[src/hdl/awac_pkg.sv]
// Shared types, constants and helpers for the alpha-weighted average color block.
`timescale 1ns / 1ps
`default_nettype none
package awac_pkg;

    localparam int SUM_W = 30;
    localparam int D_W = SUM_W - 7;
    localparam int CNT_W = $clog2(SUM_W + 1);
    localparam int PROD_W = 16;
    localparam logic [SUM_W-1:0] SUM_MAX = {SUM_W{1'b1}};
    localparam logic [7:0] FULL_ALPHA = 8'd255;
    localparam logic [7:0] CHAN_MAX = 8'd255;

    // floor(x / 255) for x below 2^30 is (x * RECIP_255) >> RECIP_SHIFT
    localparam int RECIP_SHIFT = 38;
    localparam int RECIP_W = 31;
    localparam logic [RECIP_W-1:0] RECIP_255 = 31'h40404041;

    typedef enum logic [1:0] {
        SEL_D,
        SEL_R,
        SEL_G,
        SEL_B
    } div_sel_t;

    typedef struct packed {
        logic     pix_take;
        logic     div_start;
        div_sel_t div_sel;
        logic     load_q;
        logic     out_load;
        logic     clear;
    } cmd_t;

    typedef struct packed {
        logic div_busy;
        logic d_zero;
        logic out_free;
    } st_t;

    // floor(x / 255) for any product of two 8-bit values (x up to 255 * 255)
    function automatic logic [7:0] div255(input logic [PROD_W-1:0] x);
        logic [PROD_W:0] t;
        t = {1'b0, x} + {9'd0, x[PROD_W-1:8]} + {{PROD_W{1'b0}}, 1'b1};
        return t[PROD_W-1:8];
    endfunction

    function automatic logic [SUM_W-1:0] sat_add(input logic [SUM_W-1:0] acc,
                                                 input logic [7:0] inc);
        logic [SUM_W:0] s;
        s = {1'b0, acc} + {{(SUM_W - 7){1'b0}}, inc};
        return s[SUM_W] ? SUM_MAX : s[SUM_W-1:0];
    endfunction

endpackage
`default_nettype wire

[src/hdl/awac_ctrl.sv]
// Sequencer for pixel intake, the four divisions and result hand-off.
`timescale 1ns / 1ps
`default_nettype none
module awac_ctrl (
    input  wire logic          aclk,
    input  wire logic          aresetn,
    input  wire logic          s_tvalid,
    input  wire logic          s_tlast,
    output logic               s_tready,
    input  awac_pkg::st_t      st,
    output awac_pkg::cmd_t     cmd
);
    import awac_pkg::*;

    typedef enum logic [2:0] {
        ACCUM,
        FLUSH,
        LOAD_D,
        DIV_START,
        DIV_WAIT,
        FINISH
    } state_t;

    state_t   state_reg;
    div_sel_t sel_reg;
    logic     s_tready_reg;
    logic     take;

    assign take = s_tvalid && s_tready_reg;
    assign s_tready = s_tready_reg;

    always_ff @(posedge aclk) begin
        if (!aresetn) begin
            state_reg    <= ACCUM;
            sel_reg      <= SEL_D;
            s_tready_reg <= 1'b1;
        end else begin
            case (state_reg)
                ACCUM: begin
                    if (take && s_tlast) begin
                        state_reg    <= FLUSH;
                        s_tready_reg <= 1'b0;
                    end
                end
                FLUSH: begin
                    state_reg <= LOAD_D;
                    sel_reg   <= SEL_D;
                end
                LOAD_D: begin
                    if (st.d_zero) begin
                        state_reg <= FINISH;
                    end else begin
                        state_reg <= DIV_START;
                        sel_reg   <= SEL_R;
                    end
                end
                DIV_START: begin
                    state_reg <= DIV_WAIT;
                end
                DIV_WAIT: begin
                    if (!st.div_busy) begin
                        if (sel_reg == SEL_B) begin
                            state_reg <= FINISH;
                        end else begin
                            state_reg <= DIV_START;
                            sel_reg   <= div_sel_t'(sel_reg + 2'd1);
                        end
                    end
                end
                FINISH: begin
                    if (st.out_free) begin
                        state_reg    <= ACCUM;
                        s_tready_reg <= 1'b1;
                    end
                end
                default: begin
                    state_reg    <= ACCUM;
                    s_tready_reg <= 1'b1;
                end
            endcase
        end
    end

    always_comb begin
        cmd           = '0;
        cmd.div_sel   = sel_reg;
        cmd.pix_take  = take;
        cmd.div_start = (state_reg == DIV_START);
        cmd.load_q    = ((state_reg == DIV_WAIT) && !st.div_busy) || (state_reg == LOAD_D);
        cmd.out_load  = (state_reg == FINISH) && st.out_free;
        cmd.clear     = cmd.out_load;
    end

endmodule
`default_nettype wire

[src/hdl/awac_dp.sv]
// Datapath: weighting pipeline, accumulators, shared serial divider, output register.
`timescale 1ns / 1ps
`default_nettype none
module awac_dp (
    input  wire logic          aclk,
    input  wire logic          aresetn,
    input  wire logic [31:0]   s_tdata,
    output logic               m_tvalid,
    input  wire logic          m_tready,
    output logic [23:0]        m_tdata,
    output logic               m_tuser,
    input  awac_pkg::cmd_t     cmd,
    output awac_pkg::st_t      st
);
    import awac_pkg::*;

    // weighting stage
    logic              p_valid_reg;
    logic [PROD_W-1:0] p_r_reg, p_g_reg, p_b_reg;
    logic [7:0]        p_a_reg;

    logic [SUM_W-1:0]  r_sum_reg, g_sum_reg, b_sum_reg, a_sum_reg;

    // alpha_sum / 255 by reciprocal multiply
    logic [SUM_W+RECIP_W-1:0] d_prod;
    logic [D_W-1:0]           d_calc;
    logic                     d_zero;

    // serial divider
    logic             busy_reg;
    logic [CNT_W-1:0] cnt_reg;
    logic [SUM_W-1:0] rem_reg, quo_reg, dvs_reg;
    logic [SUM_W:0]   trial;
    logic             fits;

    logic [D_W-1:0]   d_reg;
    logic             nocov_reg;
    logic [7:0]       q_r_reg, q_g_reg, q_b_reg;
    logic [7:0]       q_sat;

    logic             m_tvalid_reg;
    logic [23:0]      m_tdata_reg;
    logic             m_tuser_reg;

    always_ff @(posedge aclk) begin
        if (!aresetn) begin
            p_valid_reg <= 1'b0;
        end else begin
            p_valid_reg <= cmd.pix_take;
        end
        if (cmd.pix_take) begin
            p_r_reg <= s_tdata[7:0] * s_tdata[31:24];
            p_g_reg <= s_tdata[15:8] * s_tdata[31:24];
            p_b_reg <= s_tdata[23:16] * s_tdata[31:24];
            p_a_reg <= s_tdata[31:24];
        end
    end

    always_ff @(posedge aclk) begin
        if (!aresetn || cmd.clear) begin
            r_sum_reg <= '0;
            g_sum_reg <= '0;
            b_sum_reg <= '0;
            a_sum_reg <= '0;
        end else if (p_valid_reg) begin
            r_sum_reg <= sat_add(r_sum_reg, div255(p_r_reg));
            g_sum_reg <= sat_add(g_sum_reg, div255(p_g_reg));
            b_sum_reg <= sat_add(b_sum_reg, div255(p_b_reg));
            a_sum_reg <= sat_add(a_sum_reg, p_a_reg);
        end
    end

    assign d_prod = {{RECIP_W{1'b0}}, a_sum_reg} * {{SUM_W{1'b0}}, RECIP_255};
    assign d_calc = d_prod[RECIP_SHIFT+D_W-1:RECIP_SHIFT];
    assign d_zero = a_sum_reg < {{(SUM_W - 8){1'b0}}, FULL_ALPHA};

    assign trial = {rem_reg, quo_reg[SUM_W-1]};
    assign fits  = trial >= {1'b0, dvs_reg};

    always_ff @(posedge aclk) begin
        if (!aresetn) begin
            busy_reg <= 1'b0;
            cnt_reg  <= '0;
        end else if (cmd.div_start) begin
            busy_reg <= 1'b1;
            cnt_reg  <= CNT_W'(SUM_W);
            rem_reg  <= '0;
            case (cmd.div_sel)
                SEL_R: begin
                    quo_reg <= r_sum_reg;
                    dvs_reg <= {{(SUM_W - D_W){1'b0}}, d_reg};
                end
                SEL_G: begin
                    quo_reg <= g_sum_reg;
                    dvs_reg <= {{(SUM_W - D_W){1'b0}}, d_reg};
                end
                SEL_B: begin
                    quo_reg <= b_sum_reg;
                    dvs_reg <= {{(SUM_W - D_W){1'b0}}, d_reg};
                end
                default: begin
                    quo_reg <= '0;
                    dvs_reg <= '1;
                end
            endcase
        end else if (busy_reg) begin
            rem_reg  <= fits ? SUM_W'(trial - {1'b0, dvs_reg}) : trial[SUM_W-1:0];
            quo_reg  <= {quo_reg[SUM_W-2:0], fits};
            cnt_reg  <= cnt_reg - CNT_W'(1);
            busy_reg <= (cnt_reg != CNT_W'(1));
        end
    end

    assign q_sat = (|quo_reg[SUM_W-1:8]) ? CHAN_MAX : quo_reg[7:0];

    always_ff @(posedge aclk) begin
        if (cmd.load_q) begin
            case (cmd.div_sel)
                SEL_D: begin
                    d_reg     <= d_calc;
                    nocov_reg <= d_zero;
                end
                SEL_R:   q_r_reg <= q_sat;
                SEL_G:   q_g_reg <= q_sat;
                SEL_B:   q_b_reg <= q_sat;
                default: d_reg   <= d_reg;
            endcase
        end
    end

    always_ff @(posedge aclk) begin
        if (!aresetn) begin
            m_tvalid_reg <= 1'b0;
        end else if (cmd.out_load) begin
            m_tvalid_reg <= 1'b1;
        end else if (m_tready) begin
            m_tvalid_reg <= 1'b0;
        end
        if (cmd.out_load) begin
            m_tdata_reg <= nocov_reg ? 24'd0 : {q_b_reg, q_g_reg, q_r_reg};
            m_tuser_reg <= nocov_reg;
        end
    end

    assign m_tvalid = m_tvalid_reg;
    assign m_tdata  = m_tdata_reg;
    assign m_tuser  = m_tuser_reg;

    assign st.div_busy = busy_reg;
    assign st.d_zero   = d_zero;
    assign st.out_free = !m_tvalid_reg || m_tready;

endmodule
`default_nettype wire

[src/hdl/alpha_weighted_average_color_top.sv]
// Top level of the alpha-weighted average color block.
//
// Input: one RGBA8 pixel per request on s_t*, s_tlast on the final pixel of
// an image. Pixels are taken one per cycle while an image streams in.
// After the last pixel, s_tready stays low while the result is formed:
// a flush state, alpha_sum / 255 by reciprocal multiply, then a 30-step
// serial divider divides each color sum by that quotient, one at a time.
// The color divisions are skipped when the coverage is zero; s_tready
// returns with m_tvalid.
// Output: one request per image on m_t*, colors saturated to 255;
// m_tuser flags zero coverage, with all colors zero.
// The result sits in an output register; the next image is accepted while it
// waits, and a stalled receiver only holds the block when a second result is
// ready before the first is taken.
// Reset (aresetn low, synchronous) clears all sums and drops m_tvalid.
`timescale 1ns / 1ps
`default_nettype none
module alpha_weighted_average_color_top (
    input  wire logic        aclk,
    input  wire logic        aresetn,
    input  wire logic        s_tvalid,
    output logic             s_tready,
    input  wire logic [31:0] s_tdata,   // red, green, blue, alpha
    input  wire logic        s_tlast,   // last_pixel
    output logic             m_tvalid,
    input  wire logic        m_tready,
    output logic [23:0]      m_tdata,   // avg_red, avg_green, avg_blue
    output logic             m_tuser    // no_coverage
);
    import awac_pkg::*;

    cmd_t cmd;
    st_t  st;

    awac_ctrl u_ctrl (
        .aclk     (aclk),
        .aresetn  (aresetn),
        .s_tvalid (s_tvalid),
        .s_tlast  (s_tlast),
        .s_tready (s_tready),
        .st       (st),
        .cmd      (cmd)
    );

    awac_dp u_dp (
        .aclk     (aclk),
        .aresetn  (aresetn),
        .s_tdata  (s_tdata),
        .m_tvalid (m_tvalid),
        .m_tready (m_tready),
        .m_tdata  (m_tdata),
        .m_tuser  (m_tuser),
        .cmd      (cmd),
        .st       (st)
    );

endmodule
`default_nettype wire

[config.mk]
export PLATFORM = sky130hd
export DESIGN_NAME = alpha_weighted_average_color_top
export DESIGN_NICKNAME = d
export VERILOG_FILES = /design/src/hdl/awac_pkg.sv /design/src/hdl/awac_ctrl.sv /design/src/hdl/awac_dp.sv /design/src/hdl/alpha_weighted_average_color_top.sv
export SDC_FILE = /design/constraint.sdc
export NUM_CORES = 1
export LEC_CHECK = 0
export BUFFER_PORTS_ARGS = -buffer_cell sky130_fd_sc_hd__buf_2
export CORE_MARGIN = 4
export CORE_UTILIZATION = 40
export CTS_CLUSTER_SIZE = 40
export DETAILED_ROUTE_END_ITERATION = 8
export PLACE_DENSITY_LB_ADDON = 0.05
export SLEW_MARGIN = 20
export SYNTH_ARGS = -nofsm -noshare
export SYNTH_HDL_FRONTEND = slang
export SYNTH_SLANG_ARGS = --single-unit
[constraint.sdc]
create_clock -name aclk -period 11.7 [get_ports aclk]
set_clock_uncertainty 0.05 [all_clocks]
set_input_delay 3.51 -clock aclk [delete_from_list [all_inputs] [get_ports aclk]]
set_output_delay 3.51 -clock aclk [all_outputs]
set_load 0.005 [all_outputs]
== Word-level counts from Yosys, hierarchy flattened ==
Cells that the tools add are included.
Word-level totals
  bits in registers: 353
  latch bits: 0
  RAM bits: 0
  memory bits (read-only): 0
  bits of input ports: 37
  output and inout port bits: 27
  logic and storage cells: 120
  memories: 0
Cells by class
  $add $sub $neg: 13
  multipliers: 4
  divide/modulo/power cells: 0
  order comparisons: 2
  eq/ne operators: 14
  shifts and indexed selects: 0
  muxes and demuxes: 30
  bitwise operators: 2
  reductions and logical operators: 28
Operators with widths (count)
  2-to-1 mux 30 bit: 9
  adder 30 x 8 -> 31 bit: 4
  case mux 30 bit (3 select lines): 1
  multiplier 30 x 31 -> 61 bit (second input constant): 1
  adder 16 x 1 -> 16 bit (second input constant): 3
  adder 16 x 8 -> 16 bit: 3
  multiplier 8 x 8 -> 16 bit: 3
  greater-or-equal comparator 31 x 30 -> 1 bit: 1
  < comparator 30 x 8 -> 1 bit (second input constant): 1
  subtractor 30 bit: 1
  OR reduction 22 bit: 1
  case mux 3 bit (6 select lines): 1
  2-to-1 mux 3 bit: 5
  AND reduction 2 bit: 6
  2-to-1 mux 5 bit: 2
  2-to-1 mux 8 bit: 1
  == test 3 x 2 -> 1 bit (second input constant): 2
  == test 3 bit (second input constant): 2
  2-to-1 mux 1 bit: 6
  2-to-1 mux 2 bit: 3
  inequality test 2 bit (second input constant): 3
  case mux 2 bit (3 select lines): 1
  AND reduction 3 bit: 2
  inequality test 5 x 1 -> 1 bit (second input constant): 1
  19 further kinds: 30

== Depth between registers and ports, before layout ==
Gate-level depths: netlist of the first run.
  depth in word-level cells: 4
  mapped depth: 20
  mapped depth without buffers: 20

== By module ==
From an unflattened synthesis of the first run, not the netlist that was laid out.
Second synthesis, totals
  cells, all modules: 3007
  area total of the unflattened synthesis: 29180.5 sq um
Modules (own cells, without submodules)
  awac_dp: times used 1, cells each 2952, area an instance 28745.1 sq um, seq. area each 8958.6 sq um
  awac_ctrl: times used 1, cells each 55, area an instance 435.4 sq um, seq. area each 120.1 sq um

== Least setup slack after synthesis of the first run ==
Ideal clock, no wire load.
  kind: input -> register
  start point: in s_tdata[28]
  end point: reg u_dp.p_r_reg[15], data pin
  library setup time: 266 ps
  arrival time: 7468 ps
  required time: 11384 ps
  setup slack: 3916 ps
  cell stages on the path: 17
  buffers on the path: 1
  cells stage by stage: clkbuf_1 -> and2_1 -> fa_1 -> fa_1 -> inv_1 -> fa_1 -> fa_1 -> inv_1 -> ha_1 -> o21ai_0 -> a21boi_0 -> o21ai_0 -> nand2b_1 -> a21o_1 -> a41o_1 -> o41ai_1 -> xnor2_1
On the way
  cells in the longest elaborated chain, start to end: 1
RTL lines
  start: declaration: RTL line alpha_weighted_average_color_top.sv:23  | input wire logic [31:0] s_tdata,
  multiplier 8 x 8 -> 16 bit: RTL line awac_dp.sv:52  | p_r_reg <= s_tdata[7:0] * s_tdata[31:24];
  end signal: assignment: RTL line awac_dp.sv:52
  end: declaration: RTL line awac_dp.sv:19  | logic [PROD_W-1:0] p_r_reg, p_g_reg, p_b_reg;
Every way passes these cells.
A chain may end at the register's enable or synchronous reset.

== Final worst setup path of the first run ==
  start point: in s_tdata[27]
  end point: reg u_dp.p_r_reg[15], data pin
Same word-level chain as after synthesis.

==> results of run 1 <==
per-stage QoR:
step	area [um^2]	hold WS, ps	util, %	cells
final	31000	428	44.3	3869
after global placement	29500	432	42.2	3789
after floorplan	28300	423	-	2865
after detailed placement	29600	434	42.2	3790
after global routing	31000	452	44.3	3869
after CTS	31000	420	44.3	3869
critical path: cells and delay by family:
kind            cells  cell delay [ps]
buf+inv             3              360
simple gates        2              360
fa+ha+maj           5             2300
xor+xnor            1              100
compound gates      6             1240
layer usage:
metal  up-vias  track usage [%]  routed length [um]
met5         -                0                   0
met4         0             4.39                1550
met3        82             2.05                2460
met2       363             30.2               30900
met1      9746             24.7               31200
li1      10093                -                   -
logic make-up (layout without fill, tap and decap cells):
family,count (synthesis),after routing,share of synthesized area [%]
buf+inv,404,468,5.44
xor+xnor,191,191,5.91
mux,22,22,0.778
flops,347,347,32.1
fa+ha+maj,557,557,28.7
compound gates,515,515,12.0
simple gates,829,829,15.1
worst min path at each step:
stage,end,from,cells after the start
2_1_floorplan,u_dp.g_sum_reg[10]$_SDFFE_PP0P_,u_dp.g_sum_reg[10]$_SDFFE_PP0P_,1
6_report,u_dp.dvs_reg[14]$_SDFFCE_PP1P_,u_dp.d_reg[14]$_DFFE_PP_,1
3_3_place_gp,u_dp.dvs_reg[15]$_SDFFCE_PP1P_,u_dp.d_reg[15]$_DFFE_PP_,1
5_1_grt,u_dp.dvs_reg[13]$_SDFFCE_PP1P_,u_dp.d_reg[13]$_DFFE_PP_,1
3_5_place_dp,u_dp.dvs_reg[13]$_SDFFCE_PP1P_,u_dp.d_reg[13]$_DFFE_PP_,1
4_1_cts,u_dp.dvs_reg[14]$_SDFFCE_PP1P_,u_dp.d_reg[14]$_DFFE_PP_,1
synthesized netlist by cell type (44+ instances only):
| library cell | instances |
|---|---|
| o21ai_0 | 95 |
| nand2_1 | 235 |
| and2_1 | 130 |
| nor2_1 | 124 |
| and3_1 | 45 |
| inv_1 | 312 |
| fa_1 | 153 |
| nand3_1 | 62 |
| a21oi_1 | 175 |
| clkbuf_1 | 80 |
| edfxtp_1 | 213 |
| dfxtp_1 | 134 |
| xor2_1 | 58 |
| xnor2_1 | 133 |
| nor2b_1 | 44 |
| ha_1 | 404 |
power groups by stage:
stage	Sequential [uW]	Combinational [uW]	Clock [uW]
2_1_floorplan	1510	1020	0
3_3_place_gp	1560	1280	0
4_1_cts	1530	1310	1380
3_5_place_dp	1560	1300	0
6_report	1530	1290	1340
5_1_grt	1540	1500	1440
cell type report:
type | instances | area (um^2) | share of cell area [%]
well taps | 940 | 1180 | 3.79
flip-flops and latches | 347 | 9080 | 29.3
repair buffers | 76 | 420 | 1.36
clock buffers | 51 | 1130 | 3.63
clock inverters | 28 | 303 | 0.977
inverters | 313 | 1180 | 3.79
multi-input cells | 2114 | 17700 | 57.2
==> impl_metrics.yaml, run 1 <==
die:
  io_pins: 64
  fp.dieH_um: 274
  rows: 97
  fp.dieW_um: 274
  fp.coreArea_um2: 70000
  initial_core_util_pct: 40.4
  die_area_um2: 75100
placed_design:
  place_congestion: 0.805
  dp_hpwl_mm: 50.3
  dp_worst_setup_slack_ps: 3460
  port_buffers: 63
power_and_ir_drop:
  switchingPower_uw: 1370
  p_comb_share_pct: 31.0
  pwr-share-seq_pct: 36.8
  total_power_uw: 4160
  leakagePower_uw: 0.0141
  switching_share_pct: 32.8
  p_per_area_nw_per_um2: 134
  peakVddDrop_mv: 0.0965
  pwr-share-clk_pct: 32.3
  p_int_uw: 2800
clocking:
  clockBufferDepth: 3
  clk_latency_ps: 600
  cts_setup_buffers: 0
  h-tree-depth: 2
  numClockSinks: 347
  ctsHoldBuffers: 0
  cts-root-buf: "clkbuf_16"
  cts_tree: "done"
  cts.clk_slew.worst_paths_ps: 50
  cts_buffers: 43
  cts_resized: 0
critical_path:
  r2r_end: "u_dp.d_reg[21]$_DFFE_PP_"
  reg2reg_from: "u_dp.a_sum_reg[23]$_SDFFE_PP0P_"
  crit_path_frequent_cell: "fa_1"
  reg2regPathDepth: 20
  critPathKind: "in2reg"
  startpoint: "s_tdata[27]"
  crit_slowest_cell: "fa_1"
  cp-endpoint: "u_dp.p_r_reg[15]$_DFFE_PP_"
  cp-end-kind: "flip-flop"
  required_ps: 11970
  critPathMaxFanout: 25
  worst_ep_arrival_time_ps: 7890
  cpPeakStageDelay_ps: 540
  cp-start-kind: "input port"
  r2r_slack_ps: 5590
  crit_chain: "buf_2 > and2_1 > fa_1 > fa_1 > inv_1 > fa_1 > fa_1 > inv_1 > ha_1 > o21ai_0 > a21boi_0 > o21ai_0 > nand2b_1 > a21o_1 > a41o_1 > o41ai_1 > xnor2_1"
sta:
  finalSetupTns_ps: 0
  max_freq_mhz: 131
  slew_violations: 0
  timing.final.ws_setup_ps: 4080
  finalHoldViolCount: 0
  setup_viol: 0
  min_period_over_period_pct: 65.1
  post-route-min-period_ps: 7620
  rsz0062_at_grt: "false"
  maxSlewHeadroom_pct: 30.7
  tightestPinTransition_ps: 1040
global_route:
  track_usage_pct: 17.9
  grt_pass1_vias: 20781
  grt_max_degree: 86
  grt_pass1_wl_mm: 110
  overflow: 0
  antenna_found_initial: 0
route:
  firstDrtPassIters: 9
  drtIter0Drc: 1227
  drc: 3
  drt-total-wl_mm: 66.2
  vias: 20284
  wl_per_cell_um: 17.1
  post_drt_via_cell_ratio: 5.24
  ant_nets: 0
status:
  violations: "design-rule violations"
  status: "finished, violations left"
layout:
  nets: 3489
  syn_to_final_growth_pct: 9.55
  diodes: 0
  layout_commonest_cell: "ha_1"
  fillers: 6822
  layout_common_cells: "404 x ha_1, 312 x inv_1, 235 x nand2_1"
  drive_above_1_share_pct: 7.37
synth:
  yosysWarnings: 0
  synth_top_cell_by_area: "edfxtp_1"
  synth_edf_count: 213
  yosysTopAreaCellShare_pct: 22.6
  seq_area_frac_synth_pct: 32.1
  netlist_area_um2: 28300
  synth-seq-cells: 347
  synth.avg_cell_area_um2: 9.88
  synth.distinct_cells: 85
  syn-num-nets: 3459
  synth_flop_cell: "edfxtp_1"
  synthCells: 2865
  ys_top_cells_by_area: "edfxtp_1 23%, ha_1 18%, fa_1 11%"
  ys_async_sr_fraction_pct: 0
run:
  maxCapViolCount: 0
min_path:
  hp-class: "reg2reg"
(Power assumes the default switching activity.)
==> run 2: changes to the inputs <==
==> constraint.sdc (replaced) <==
create_clock -name aclk -period 6.79 [get_ports aclk]
set_clock_uncertainty 0.05 [all_clocks]
set_input_delay 2.037 -clock aclk [delete_from_list [all_inputs] [get_ports aclk]]
set_output_delay 2.037 -clock aclk [all_outputs]
set_load 0.005 [all_outputs]
==> impl_metrics.yaml, run 2 (synthesis gave the netlist of run 1 again) <==
clocking:
  ctsHoldBuffers: 0
  h-tree-depth: 2
  cts_setup_buffers: 0
  numClockSinks: 347
  cts-root-buf: "clkbuf_16"
  cts_resized: 0
  cts_buffers: 41
  clk_latency_ps: 570
  clockBufferDepth: 3
  cts.clk_slew.worst_paths_ps: 60
  cts_tree: "done"
power_and_ir_drop:
  pwr-share-clk_pct: 32.2
  p_comb_share_pct: 31.2
  leakagePower_uw: 0.0142
  pwr-share-seq_pct: 36.6
  p_per_area_nw_per_um2: 230
  peakVddDrop_mv: 0.156
  switching_share_pct: 32.3
  p_int_uw: 4860
  switchingPower_uw: 2320
layout:
  drive_above_1_share_pct: 7.85
  finalInstanceArea_um2: 31200
  layout.area.seq_um2: 9080
  multi_input_area_um2: 17700
  layout_commonest_cell: "ha_1"
  fillers: 6751
  nets: 3503
  layout_common_cells: "404 x ha_1, 312 x inv_1, 235 x nand2_1"
  syn_to_final_growth_pct: 10.1
sta:
  finalHoldViolCount: 0
  maxSlewHeadroom_pct: 30.7
  finalSetupTns_ps: 0
  tightestPinTransition_ps: 1040
  max_freq_mhz: 166
  post-route-min-period_ps: 6010
  rsz0062_at_grt: "false"
  min_period_over_period_pct: 88.5
  slew_violations: 0
  setup_viol: 0
global_route:
  overflow: 0
  track_usage_pct: 17.6
  grt_pass1_vias: 20532
  grt_pass1_wl_mm: 109
  grt_max_degree: 86
  antenna_found_initial: 2
critical_path:
  startpoint: "s_tdata[28]"
  r2r_slack_ps: 820
  required_ps: 7040
  cp-end-kind: "flip-flop"
  cp-start-kind: "input port"
  critPathKind: "in2reg"
  worst_ep_arrival_time_ps: 6260
  critPathMaxFanout: 8
  r2r_end: "u_dp.d_reg[19]$_DFFE_PP_"
  reg2regPathDepth: 19
  reg2reg_from: "u_dp.a_sum_reg[16]$_SDFFE_PP0P_"
die:
  initial_core_util_pct: 40.4
  die_area_um2: 75100
  fp.dieW_um: 274
  io_pins: 64
  fp.coreArea_um2: 70000
  rows: 97
  fp.dieH_um: 274
route:
  drt-total-wl_mm: 65.9
  wl_per_cell_um: 17.0
  ant_nets: 0
  firstDrtPassIters: 5
  drtIter0Drc: 1134
  vias: 20307
  drc: 0
  post_drt_via_cell_ratio: 5.23
min_path:
  holdPathEnd: "u_dp.dvs_reg[22]$_SDFFCE_PP1P_"
  min_delay_path_depth: 1
  min-delay-start: "u_dp.d_reg[22]$_DFFE_PP_"
  hp-class: "reg2reg"
run:
  maxCapViolCount: 0
placed_design:
  port_buffers: 63
  place_congestion: 0.828
  placed_cell_area_um2: 29700
  dp_hpwl_mm: 50.8
status:
  status: "complete, no violations"
-- run 2: cell count changes in the layout (fill, tap and decap cells not counted), sizes merged --
cell    before  now
buf         76   92
clkbuf      51   43
bufinv       4    7
diode        0    2
inv        315  317
clkinv      20   19
-- run 2: per-stage QoR --
step	cells	power (uW)	hold WS, ps	setup WS (ps)	utilization (%)
5_1_grt	3883	7720	446	476	44.5
3_5_place_dp	3805	4920	433	191	42.4
6_report	3883	7180	432	779	44.5
3_3_place_gp	3805	4890	431	267	42.4
4_1_cts	3880	7290	422	743	44.4
2_1_floorplan	2865	4350	423	479	-
-- run 2: power by group through the flow --
stage                     clock, uW  sequential (uW)  combinational [uW]
after global placement            0             2670                2210
after detailed placement          0             2670                2250
after CTS                      2390             2630                2270
after global routing           2470             2650                2600
final                          2310             2630                2240
after floorplan                   0             2600                1750
-- run 2: area by class of cell --
class / instances / share of cell area (%)
timing repair buffer: 92 / 1.86
multi-input combinational: 2114 / 56.9
inverter: 313 / 3.78
antenna: 2 / 0.0161
clock inverter: 32 / 1.20
tap: 940 / 3.78
clock buffer: 43 / 3.32
sequential: 347 / 29.1
-- run 2: worst max path at each step --
stage | endpoint | cells after the start
after floorplan | u_dp.p_r_reg[15]$_DFFE_PP_ | 17
after global placement | u_dp.p_r_reg[15]$_DFFE_PP_ | 21
after detailed placement | u_dp.p_r_reg[15]$_DFFE_PP_ | 17
after CTS | u_dp.d_reg[19]$_DFFE_PP_ | 19
after global routing | u_dp.d_reg[21]$_DFFE_PP_ | 19
final | u_dp.p_r_reg[15]$_DFFE_PP_ | 17
-- run 2: worst max-delay path, stage by stage --
cell and delay (ps):
buf_2 170, and2_1 180, fa_1 460, fa_1 590
inv_1 60, fa_1 460, fa_1 550, inv_1 40
ha_1 320, o21ai_0 110, a21boi_0 140, o21ai_0 160
nand2b_1 100, a21o_1 200, a41o_1 250, o41ai_1 310
xnor2_1 110
-- run 2: routing by layer --
layer / track usage [%] / part of all wire [%]
met1: 25.2 / 49
met2: 28.5 / 45
met3: 2.01 / 3.4
met4: 4.79 / 2.4
met5: 0 / 0
